**src/hdl/pct_pkg.sv**
```systemverilog
// shared types, constants and character functions for the percent encoder/decoder
package pct_pkg;

    // command queue between front and back
    localparam int unsigned FIFO_DEPTH = 4;
    localparam int unsigned FIFO_AW    = $clog2(FIFO_DEPTH);
    localparam int unsigned FIFO_CW    = $clog2(FIFO_DEPTH + 1);

    // characters
    localparam logic [7:0] CH_PERCENT = 8'h25;
    localparam logic [7:0] CH_ZERO    = 8'h30;
    localparam logic [7:0] CH_NINE    = 8'h39;
    localparam logic [7:0] CH_UA      = 8'h41;
    localparam logic [7:0] CH_UF      = 8'h46;
    localparam logic [7:0] CH_UZ      = 8'h5a;
    localparam logic [7:0] CH_LA      = 8'h61;
    localparam logic [7:0] CH_LF      = 8'h66;
    localparam logic [7:0] CH_LZ      = 8'h7a;
    localparam logic [7:0] CH_DASH    = 8'h2d;
    localparam logic [7:0] CH_UNDER   = 8'h5f;
    localparam logic [7:0] CH_DOT     = 8'h2e;
    localparam logic [7:0] CH_BANG    = 8'h21;
    localparam logic [7:0] CH_TILDE   = 8'h7e;
    localparam logic [7:0] CH_STAR    = 8'h2a;
    localparam logic [7:0] CH_QUOTE   = 8'h27;
    localparam logic [7:0] CH_LPAREN  = 8'h28;
    localparam logic [7:0] CH_RPAREN  = 8'h29;
    localparam logic [7:0] CH_SLASH   = 8'h2f;
    localparam logic [7:0] NUL        = 8'h00;
    localparam logic [3:0] NIBBLE_TEN = 4'd10;

    // direction register values
    localparam logic DIR_ENCODE = 1'b0;
    localparam logic DIR_DECODE = 1'b1;

    // what the back end does with one queued command
    typedef enum logic [1:0] {
        CMD_BYTE   = 2'd0,   // one result carrying the byte
        CMD_ESCAPE = 2'd1,   // three results: '%' and two hex digits
        CMD_END    = 2'd2    // bare end marker
    } cmd_kind_t;

    typedef struct packed {
        cmd_kind_t  kind;
        logic [7:0] data;
        logic       last;
    } cmd_t;

    // push side of the queue
    typedef struct packed {
        logic valid;
        cmd_t cmd;
    } push_t;

    // head of the queue
    typedef struct packed {
        logic valid;
        cmd_t cmd;
    } head_t;

    // value of a hex digit, zero for anything else
    function automatic logic [3:0] hex_value(input logic [7:0] c);
        logic [7:0] d;
        d = 8'h00;
        if (c >= CH_ZERO && c <= CH_NINE)
        begin
            d = c - CH_ZERO;
        end
        else if (c >= CH_UA && c <= CH_UF)
        begin
            d = c - CH_UA + 8'(NIBBLE_TEN);
        end
        else if (c >= CH_LA && c <= CH_LF)
        begin
            d = c - CH_LA + 8'(NIBBLE_TEN);
        end
        return d[3:0];
    endfunction

    // upper-case hex digit for a nibble
    function automatic logic [7:0] hex_char(input logic [3:0] v);
        logic [7:0] r;
        if (v < NIBBLE_TEN)
        begin
            r = CH_ZERO + {4'h0, v};
        end
        else
        begin
            r = CH_UA + {4'h0, v - NIBBLE_TEN};
        end
        return r;
    endfunction

    // unreserved characters that pass through encoding unchanged
    function automatic logic passes(input logic [7:0] c);
        logic p;
        p = ((c >= CH_LA) && (c <= CH_LZ)) || ((c >= CH_UA) && (c <= CH_UZ))
            || ((c >= CH_ZERO) && (c <= CH_NINE));
        case (c) inside
            CH_DASH, CH_UNDER, CH_DOT, CH_BANG, CH_TILDE,
            CH_STAR, CH_QUOTE, CH_LPAREN, CH_RPAREN, CH_SLASH:
                p = 1'b1;
            default:
                p = p;
        endcase
        return p;
    endfunction

endpackage

```
**src/hdl/percent_encode_decode.sv**
```systemverilog
// top level of the streaming percent encoder/decoder
//
// Input channel in_valid/in_ready carries one string byte (in_byte) and a
// flag on the string's last byte (in_last). The result channel
// result_valid/result_ready carries out_byte, out_valid (0 on a bare end
// marker), run_last (last result of one input item) and string_end (last
// result of the string). The config channel cfg_valid/cfg_ready writes the
// direction bit: 0 encode, 1 decode; it is always ready.
// A front stage classifies each item and keeps the decode state, a
// four-entry command queue decouples it from the back stage, which
// emits one result per cycle from its output register unless stalled.
// The first result of an item passes through the command queue and the
// back stage's output register. Throughput: one item per cycle for
// single results unless stalled; an escape when encoding ('%' plus two
// hex digits) gives three results, emitted one per cycle.
// Reset clears direction to encode, the decode state and the queue.
// When the receiver stalls, the output holds, the queue fills and in_ready
// drops once it is full.
module percent_encode_decode (
    input  logic       clk,
    input  logic       rst_n,
    input  logic       cfg_valid,
    output logic       cfg_ready,
    input  logic       direction,
    input  logic       in_valid,
    output logic       in_ready,
    input  logic [7:0] in_byte,
    input  logic       in_last,
    output logic       result_valid,
    input  logic       result_ready,
    output logic [7:0] out_byte,
    output logic       out_valid,
    output logic       run_last,
    output logic       string_end
);

    pct_pkg::push_t push;
    pct_pkg::head_t head;
    logic           q_full;
    logic           pop;

    pct_front u_front (
        .clk       (clk),
        .rst_n     (rst_n),
        .cfg_valid (cfg_valid),
        .cfg_ready (cfg_ready),
        .direction (direction),
        .in_valid  (in_valid),
        .in_ready  (in_ready),
        .in_byte   (in_byte),
        .in_last   (in_last),
        .q_full    (q_full),
        .push      (push)
    );

    pct_fifo u_fifo (
        .clk   (clk),
        .rst_n (rst_n),
        .push  (push),
        .full  (q_full),
        .pop   (pop),
        .head  (head)
    );

    pct_back u_back (
        .clk          (clk),
        .rst_n        (rst_n),
        .head         (head),
        .pop          (pop),
        .result_valid (result_valid),
        .result_ready (result_ready),
        .out_byte     (out_byte),
        .out_valid    (out_valid),
        .run_last     (run_last),
        .string_end   (string_end)
    );

endmodule

```
**src/hdl/pct_front.sv**
```systemverilog
// front end: direction register, decode state and classification of each input item
module pct_front (
    input  logic             clk,
    input  logic             rst_n,
    input  logic             cfg_valid,
    output logic             cfg_ready,
    input  logic             direction,
    input  logic             in_valid,
    output logic             in_ready,
    input  logic [7:0]       in_byte,
    input  logic             in_last,
    input  logic             q_full,
    output pct_pkg::push_t   push
);

    typedef enum logic [2:0] {
        ESC_IDLE  = 3'b001,
        ESC_PCT   = 3'b010,
        ESC_DIGIT = 3'b100
    } esc_state_t;

    logic       direction_reg;
    esc_state_t esc_reg, esc_next;
    logic [3:0] high_nibble_reg, high_nibble_next;
    logic       stopped_reg, stopped_next;
    logic       accept;

    assign cfg_ready = 1'b1;
    assign in_ready  = !q_full;
    assign accept    = in_valid && in_ready;

    // direction register
    always_ff @(posedge clk or negedge rst_n)
    begin
        if (!rst_n)
        begin
            direction_reg <= pct_pkg::DIR_ENCODE;
        end
        else if (cfg_valid && cfg_ready)
        begin
            direction_reg <= direction;
        end
    end

    // classify the item and work out the next decode state
    always_comb
    begin
        esc_next         = esc_reg;
        high_nibble_next = high_nibble_reg;
        stopped_next     = stopped_reg;
        push.valid       = 1'b0;
        push.cmd.kind    = pct_pkg::CMD_BYTE;
        push.cmd.data    = in_byte;
        push.cmd.last    = in_last;

        if (direction_reg == pct_pkg::DIR_ENCODE)
        begin
            push.valid    = 1'b1;
            push.cmd.kind = pct_pkg::passes(in_byte) ? pct_pkg::CMD_BYTE
                                                     : pct_pkg::CMD_ESCAPE;
        end
        else if (!stopped_reg)
        begin
            if (in_byte == pct_pkg::NUL)
            begin
                stopped_next = 1'b1;
                esc_next     = ESC_IDLE;
            end
            else
            begin
                unique case (esc_reg)
                    ESC_PCT:
                    begin
                        high_nibble_next = pct_pkg::hex_value(in_byte);
                        esc_next         = ESC_DIGIT;
                    end
                    ESC_DIGIT:
                    begin
                        push.valid    = 1'b1;
                        push.cmd.data = {high_nibble_reg, pct_pkg::hex_value(in_byte)};
                        esc_next      = ESC_IDLE;
                    end
                    default:
                    begin
                        if (in_byte == pct_pkg::CH_PERCENT)
                        begin
                            esc_next = ESC_PCT;
                        end
                        else
                        begin
                            push.valid = 1'b1;
                            esc_next   = ESC_IDLE;
                        end
                    end
                endcase
            end
        end

        // end of string: at least one result (bare marker if none), decode state clears
        if (in_last)
        begin
            if (!push.valid)
            begin
                push.valid    = 1'b1;
                push.cmd.kind = pct_pkg::CMD_END;
                push.cmd.data = pct_pkg::NUL;
            end
            esc_next         = ESC_IDLE;
            high_nibble_next = 4'h0;
            stopped_next     = 1'b0;
        end

        push.valid = push.valid && accept;
    end

    // decode state
    always_ff @(posedge clk or negedge rst_n)
    begin
        if (!rst_n)
        begin
            esc_reg         <= ESC_IDLE;
            high_nibble_reg <= 4'h0;
            stopped_reg     <= 1'b0;
        end
        else if (accept)
        begin
            esc_reg         <= esc_next;
            high_nibble_reg <= high_nibble_next;
            stopped_reg     <= stopped_next;
        end
    end

endmodule

```
**src/hdl/pct_fifo.sv**
```systemverilog
// short command queue between front and back
module pct_fifo (
    input  logic           clk,
    input  logic           rst_n,
    input  pct_pkg::push_t push,
    output logic           full,
    input  logic           pop,
    output pct_pkg::head_t head
);

    pct_pkg::cmd_t                 mem_reg [pct_pkg::FIFO_DEPTH];
    logic [pct_pkg::FIFO_AW-1:0]   wr_ptr_reg;
    logic [pct_pkg::FIFO_AW-1:0]   rd_ptr_reg;
    logic [pct_pkg::FIFO_CW-1:0]   count_reg, count_next;
    logic                          do_pop;

    assign full       = (count_reg == pct_pkg::FIFO_CW'(pct_pkg::FIFO_DEPTH));
    assign head.valid = (count_reg != '0);
    assign head.cmd   = mem_reg[rd_ptr_reg];
    assign do_pop     = pop && head.valid;

    // occupancy
    always_comb
    begin
        count_next = count_reg;
        if (push.valid && !do_pop)
        begin
            count_next = count_reg + 1'b1;
        end
        else if (do_pop && !push.valid)
        begin
            count_next = count_reg - 1'b1;
        end
    end

    // pointers and count
    always_ff @(posedge clk or negedge rst_n)
    begin
        if (!rst_n)
        begin
            wr_ptr_reg <= '0;
            rd_ptr_reg <= '0;
            count_reg  <= '0;
        end
        else
        begin
            if (push.valid)
            begin
                wr_ptr_reg <= wr_ptr_reg + 1'b1;
            end
            if (do_pop)
            begin
                rd_ptr_reg <= rd_ptr_reg + 1'b1;
            end
            count_reg <= count_next;
        end
    end

    // storage
    always_ff @(posedge clk)
    begin
        if (push.valid)
        begin
            mem_reg[wr_ptr_reg] <= push.cmd;
        end
    end

endmodule

```
**src/hdl/pct_back.sv**
```systemverilog
// back end: expands queued commands into result items through an output register
module pct_back (
    input  logic           clk,
    input  logic           rst_n,
    input  pct_pkg::head_t head,
    output logic           pop,
    output logic           result_valid,
    input  logic           result_ready,
    output logic [7:0]     out_byte,
    output logic           out_valid,
    output logic           run_last,
    output logic           string_end
);

    logic       rvalid_reg;
    logic [1:0] step_reg, step_next;
    logic [7:0] byte_reg, byte_next;
    logic       ovalid_reg, ovalid_next;
    logic       run_last_reg, run_last_next;
    logic       str_end_reg, str_end_next;
    logic       load;
    logic       final_res;

    assign load      = !rvalid_reg || result_ready;
    assign final_res = (head.cmd.kind != pct_pkg::CMD_ESCAPE) || (step_reg == 2'd2);
    assign pop       = load && head.valid && final_res;

    // result for the current step of the head command
    always_comb
    begin
        ovalid_next   = 1'b1;
        run_last_next = final_res;
        str_end_next  = final_res && head.cmd.last;
        step_next     = final_res ? 2'd0 : step_reg + 2'd1;
        byte_next     = head.cmd.data;
        unique case (head.cmd.kind)
            pct_pkg::CMD_ESCAPE:
            begin
                case (step_reg)
                    2'd0:    byte_next = pct_pkg::CH_PERCENT;
                    2'd1:    byte_next = pct_pkg::hex_char(head.cmd.data[7:4]);
                    default: byte_next = pct_pkg::hex_char(head.cmd.data[3:0]);
                endcase
            end
            pct_pkg::CMD_END:
            begin
                byte_next   = pct_pkg::NUL;
                ovalid_next = 1'b0;
            end
            default:
            begin
                byte_next = head.cmd.data;
            end
        endcase
    end

    // control
    always_ff @(posedge clk or negedge rst_n)
    begin
        if (!rst_n)
        begin
            rvalid_reg <= 1'b0;
            step_reg   <= 2'd0;
        end
        else if (load)
        begin
            rvalid_reg <= head.valid;
            if (head.valid)
            begin
                step_reg <= step_next;
            end
        end
    end

    // output payload
    always_ff @(posedge clk)
    begin
        if (load && head.valid)
        begin
            byte_reg     <= byte_next;
            ovalid_reg   <= ovalid_next;
            run_last_reg <= run_last_next;
            str_end_reg  <= str_end_next;
        end
    end

    assign result_valid = rvalid_reg;
    assign out_byte     = byte_reg;
    assign out_valid    = ovalid_reg;
    assign run_last     = run_last_reg;
    assign string_end   = str_end_reg;

endmodule

```
**config.mk**
```make
export PLATFORM = sky130hd
export DESIGN_NAME = percent_encode_decode
export DESIGN_NICKNAME = d
export VERILOG_FILES = /design/src/hdl/pct_pkg.sv /design/src/hdl/percent_encode_decode.sv /design/src/hdl/pct_front.sv /design/src/hdl/pct_fifo.sv /design/src/hdl/pct_back.sv
export SDC_FILE = /design/constraint.sdc
export NUM_CORES = 1
export LEC_CHECK = 0
export BUFFER_PORTS_ARGS = -buffer_cell sky130_fd_sc_hd__buf_4
export CORE_UTILIZATION = 60
export DETAILED_ROUTE_END_ITERATION = 10
export PLACE_DENSITY = 0.79
export SLEW_MARGIN = 10
export SYNTH_ARGS = -nofsm -noshare
export SYNTH_HDL_FRONTEND = slang
export SYNTH_SLANG_ARGS = --single-unit
```
**constraint.sdc**
```tcl
create_clock -name clk -period 5.2 [get_ports clk]
set_input_delay 0.52 -clock clk [delete_from_list [all_inputs] [get_ports clk]]
set_output_delay 0.52 -clock clk [all_outputs]
set_load 0.02 [all_outputs]
```
# [Yosys cells after proc, flatten, opt, wreduce, memory -nomap -nowiden]
# Memory sizes are Yosys's and may differ from the RTL's.
# Index checks and enable logic that the tools add are counted.
[classes] n_reduce_logical=32 order_cmp=10 n_mul=0 n_bitwise=0 n_eq_ne=21 addsub=16 div_mod_pow=0 muxes=43 shift=0
[op_table] operator="8-bit by 6-bit == test with 1-bit output (second input constant)" count=9
[op_table] operator="8-bit 2-to-1 mux" count=6
[op_table] operator="8-bit by 7-bit less-or-equal comparator with 1-bit output (second input constant)" count=4
[op_table] operator="4-bit 2-to-1 mux" count=8
[op_table] operator="8-bit case mux with 2 select lines" count=2
[op_table] operator="3-bit 2-to-1 mux" count=6
[op_table] operator="7-bit by 4-bit adder with 8-bit output (first input constant)" count=2
[op_table] operator="8-bit by 7-bit == test with 1-bit output (second input constant)" count=2
[op_table] operator="8-bit by 7-bit >= comparator with 1-bit output (second input constant)" count=2
[op_table] operator="6-bit by 4-bit adder with 7-bit output (first input constant)" count=2
[op_table] operator="1-bit 2-to-1 mux" count=14
[op_table] operator="1-bit logical AND" count=13
[op_table] operator="4-bit by 1-bit subtractor with 4-bit output (second input constant)" count=3
[op_table] operator="11-bit 2-to-1 mux" count=1
[op_table] operator="10-bit 2-to-1 mux" count=1
[op_table] operator="10-bit OR reduction" count=1
[op_table] operator="4-bit adder (second input constant)" count=2
[op_table] operator="8-bit by 6-bit >= comparator with 1-bit output (second input constant)" count=1
[op_table] operator="8-bit by 6-bit less-or-equal comparator with 1-bit output (second input constant)" count=1
[op_table] operator="8-bit zero test" count=1
[op_table] operator="4-bit < comparator (second input constant)" count=2
[op_table] operator="4-bit subtractor (second input constant)" count=2
[op_table] operator="2-bit by 1-bit adder with 2-bit output (second input constant)" count=3
[op_table] operator="3-bit == test (second input constant)" count=2
[op_table] operator="other kinds (18)" count=32
[totals] output_inout_bits=14 mem_count=1 rom_bits=0 elab_cells=136 latch_bits=0 in_bits=15 ramBits=44 ff_bits=30
[mem_list] memory="u_fifo.mem_reg" words=4 width=11 read_ports=1 rd_ports_with_merged_regs=0 wr=1 line_no="pct_fifo.sv:11" text="pct_pkg::cmd_t mem_reg [pct_pkg::FIFO_DEPTH];"

# [Depth between registers and ports, before layout]
[depth] depth_word=16 mapped_depth=12 depth_no_buf=12

# [Hierarchy]
# A second synthesis with hierarchy kept.
[hier_totals] cells_unflattened=323 area_unflattened_um2=4098.9
[by_module_without_submodules] mod="pct_fifo" cells_each=91 instances=1 seq_area_each_um2=1496.4 area_each_um2=1994.4
[by_module_without_submodules] mod="pct_front" cells_each=130 instances=1 seq_area_each_um2=226.5 area_each_um2=1123.6
[by_module_without_submodules] mod="pct_back" cells_each=102 instances=1 seq_area_each_um2=405.4 area_each_um2=980.9

# [Worst setup path after synthesis]
# OpenSTA, ideal clock, no wires.
[synth_timing] path_type="in2reg" startpoint="in in_byte[0]" endpoint="reg u_fifo.count_reg[2] in the netlist's numbering" arrival_time_ps=2837 required_ps=5121 slack_ps=2284 n_path_buf=0 setup_ps=79 path_stages=12 cell_sequence="inv_1 -> ha_1 -> nor3b_2 -> and2_1 -> a2111o_1 -> a31oi_4 -> ha_1 -> inv_1 -> fa_1 -> xor2_1 -> nor2_1 -> xor2_1"
[synth_rtl] item="start, declared" line_no="percent_encode_decode.sv:27" text="input logic [7:0] in_byte,"
[synth_rtl] item="end signal, assigned" line_no="pct_fifo.sv:55" text="count_reg <= count_next;"
[synth_rtl] item="end, declared" line_no="pct_fifo.sv:14" text="logic [pct_pkg::FIFO_CW-1:0] count_reg, count_next;"

# [Worst setup path in the final report]
[layout_timing] startpoint="reg u_fifo.rd_ptr_reg[0] in the netlist's numbering" endpoint="reg u_fifo.count_reg[1] in the netlist's numbering"
[layout_between] elab_chain_len=8 elab_cells_between_ends=10 classes_between="eq/ne (1); mux (1); reduce/logical (7); memory (1)"
[layout_lines] item="start, declared" line_no="pct_fifo.sv:13" text="logic [pct_pkg::FIFO_AW-1:0] rd_ptr_reg;"
[layout_lines] item="start signal, assigned" line_no="pct_fifo.sv:53" text="rd_ptr_reg <= rd_ptr_reg + 1'b1;"
[layout_lines] item="memory read 4 x 11 bit"
[layout_lines] item="2-bit by 1-bit != test with 1-bit output" line_no="pct_back.sv:25" text="assign final_res = (head.cmd.kind != pct_pkg::CMD_ESCAPE) || (step_reg == 2'd2);"
[layout_lines] item="1-bit logical OR" line_no="pct_back.sv:25"
[layout_lines] item="via u_back.final_res" line_no="pct_back.sv:22" text="logic final_res;"
[layout_lines] item="1-bit logical AND" line_no="pct_back.sv:26" text="assign pop = load && head.valid && final_res;"
[layout_lines] item="1-bit logical AND" line_no="pct_fifo.sv:20" text="assign do_pop = pop && head.valid;"
[layout_lines] item="1-bit zero test" line_no="pct_fifo.sv:26" text="if (push.valid && !do_pop)"
[layout_lines] item="1-bit logical AND" line_no="pct_fifo.sv:26"
[layout_lines] item="3-bit 2-to-1 mux" line_no="pct_fifo.sv:26"
[layout_lines] item="via u_fifo.count_next, one bit" line_no="pct_fifo.sv:14"
# The timed path passes the listed nets, and every way through them passes these cells.
# A chain may end at the register's enable or synchronous reset.

==> reports/qor.yml <==
status: "finished, violations left"
violations: "design-rule violations"
ys_types: 61
drtAntennaViolNets: 0
antenna_found_initial: 0
tns_ns: 0
setup_viol: 0
maxSlewViolCount: 0
clk_pin_slew_worst_paths_ns: 0.07
hp-class: "input port to async pin"
die_h_um: 84.0
p_sw_mw: 0.861
ys.flop_type: "edfxtp_1"
area_delta_synth_final_pct: 10.0
vias: 2645
switching_share_pct: 37.0
grt_max_degree: 20
required_ns: 5.42
die_x_um: 84.0
seq_power_share_pct: 40.0
clock.fmax_mhz: 316
core_area_mm2: 0.00642
largest_reg_flops: 44
start_util_pct: 62.8
fin_cells: 429
drt_iter0_drc: 115
die-area_mm2: 0.00705
hold_viol: 0
cts_buffer_depth: 2
syn_area_per_cell_um2: 12.6
grt_pass1_vias: 2617
cts_setup_buffers: 0
nets: 383
viasPerCell: 6.17
grt_usage_pct: 23.0
drt-pass1-iter-count: 7
min_period_ns: 3.17
yosysWarningCount: 0
ios: 29
p_total_mw: 2.33
rrSetupSlack_ns: 2.03
period_share_pct: 61.0
std_cell_rows: 29
cts_root_buf: "clkbuf_8"
ir_drop_mv: 0.218
pwr-share-clk_pct: 16.1
port_buffers: 27
wl_mm: 7.34
cts_tree: "done"
syn-num-nets: 355
rsz0062_at_grt: "false"
power.leakage_nw: 1.75
power.density_mw_per_mm2: 525
rr_worst_depth: 8
grt_pass1_wl_mm: 12.3
cp-endpoint: "u_fifo.count_reg[1]"
netlist_area_mm2: 0.00403
startpoint: "u_fifo.rd_ptr_reg[0]"
drc: 8
diodes: 0
synth-seq-area-share_pct: 52.8
intPower_mw: 1.47
postSynth.asyncResetShare_pct: 25.7
numCtsBuffers: 9
pwr-share-comb_pct: 43.9
slew_headroom_pct: 25.7
postCtsHoldBufs: 0
r2r-start: "u_fifo.rd_ptr_reg[0]"
cap_violations: 0
layout-drive-gt1-share_pct: 17.9
clk_latency_ns: 0.33
clkSinkCount: 74
grt_overflow: 0
synth_edf_count: 55
cp.arrival_ns: 3.38
placedCellCount: 413
path_class: "flop to flop"
dp_hpwl_mm: 5.24
tightest_slew_ns: 1.09
wl_per_cell_um: 17.1
r2r-end: "u_fifo.count_reg[1]"
cp_max_fo: 13
gp_congestion: 0.916
clock_skew_ns: 0.0110
synth-seq-cells: 74
cts_resized: 0
start_kind: "flop"
syn_inst: 319
cp-end-kind: "flop"
htreeDepth: 3
==> cell type report <==
type                       instances  area (um2)
sequential                        74        2130
fill                             459        1990
multi-input combinational        212        1750
timing repair buffer              28         210
clock buffer                      13         149
tap                               77        96.3
inverter                          22        82.6
clock inverter                     3        15.0
==> power by group through the flow <==
stage               sequential (mW)  combinational (mW)  clock (mW)
finish                        0.931                1.02       0.375
global route                  0.948                1.13       0.406
detailed placement            0.944                1.01           0
global placement              0.936               0.974           0
floorplan                     0.955               0.733           0
CTS                           0.934                1.02       0.382
==> how the worst min path moves through the flow <==
stage          startpoint                  end  slack [ns]
2_1_floorplan       rst_n  u_back.result_valid        0.22
3_3_place_gp        rst_n   u_back.step_reg[0]        0.41
3_5_place_dp        rst_n  u_back.result_valid        0.42
4_1_cts             rst_n  u_fifo.count_reg[2]        0.05
5_1_grt             rst_n  u_fifo.count_reg[2]        0.06
6_report            rst_n  u_fifo.count_reg[2]        0.06
==> worst max-delay path, cell delays in order (launching register included) <==
cell and delay (ns):
dfrtp_1 0.79, mux4_1 0.70, ha_1 0.26, nand2b_1 0.17, nand2_1 0.13, ha_1 0.23
inv_1 0.07, fa_1 0.43, mux2_2 0.28
==> synth_stat cells (all sizes together) (6+ instances only) <==
cell type / n / area, um2
nor2: 11 / 41.3
buf: 6 / 47.5
xnor2: 7 / 61.3
nand2: 28 / 105
inv: 22 / 82.6
nand2b: 6 / 37.5
dfrtp: 18 / 450
edfxtp: 55 / 1650
ha: 20 / 250
and2: 12 / 75.1
mux4: 11 / 278
o21ai: 24 / 131
a21oi: 17 / 85.1
==> through the flow <==
step           setup slack (ns)  hold WS, ns  area [um2]  util (%)
3_5_place_dp               1.92        0.418        4270      66.5
4_1_cts                    2.01       0.0494        4430      69.0
2_1_floorplan              2.28        0.224        4030         -
5_1_grt                    1.81       0.0556        4430      69.0
6_report                   2.03       0.0577        4430      69.0
3_3_place_gp               2.03        0.413        4270      66.5
==> layer usage <==
layer / part of all wire [%] / track usage [%] / vias to the layer above
li1: - / - / 1255
met1: 44 / 28.3 / 1277
met2: 49 / 39.2 / 100
met3: 4.8 / 4.25 / 13
met4: 2.1 / 11.0 / 0
met5: 0 / 0 / -
==> layout by cell type, fill, tap and decap left out, drive strengths merged, types with 2 or more instances in the layout <==
master,Yosys,final
nor2,11,11
xnor2,7,7
nor3,5,5
o21ai,24,24
o221ai,2,2
and2,12,12
and3,2,2
clkinv,0,3
nand3,2,2
a22oi,5,5
inv,22,22
o2111ai,4,4
ha,20,20
buf,6,28
o211ai,2,2
nand2b,6,6
a211oi,3,3
mux4,11,11
clkbuf,5,13
a2111o,2,2
nor3b,3,3
nand2,28,28
a21oi,17,17
nand4bb,3,3
edfxtp,55,55
a31oi,3,3
nand4b,2,2
nor2b,3,3
or3b,4,4
mux2i,3,3
a21o,3,3
dfrtp,18,18
xor2,5,5
mux2,5,5
a32o,2,2
==> kinds of logic (layout without fill, tap and decap cells) <==
kind of cell / Yosys count / count (layout) / share of synthesized area [%]
compound gates: 76 / 76 / 13.3
simple gates: 83 / 83 / 11.6
buf+inv: 33 / 66 / 3.73
fa+ha+maj: 21 / 21 / 6.71
flops: 74 / 74 / 52.8
other cells: 1 / 1 / 0.0930
mux: 19 / 19 / 9.22
xor+xnor: 12 / 12 / 2.61
(Power assumes the default switching activity.)
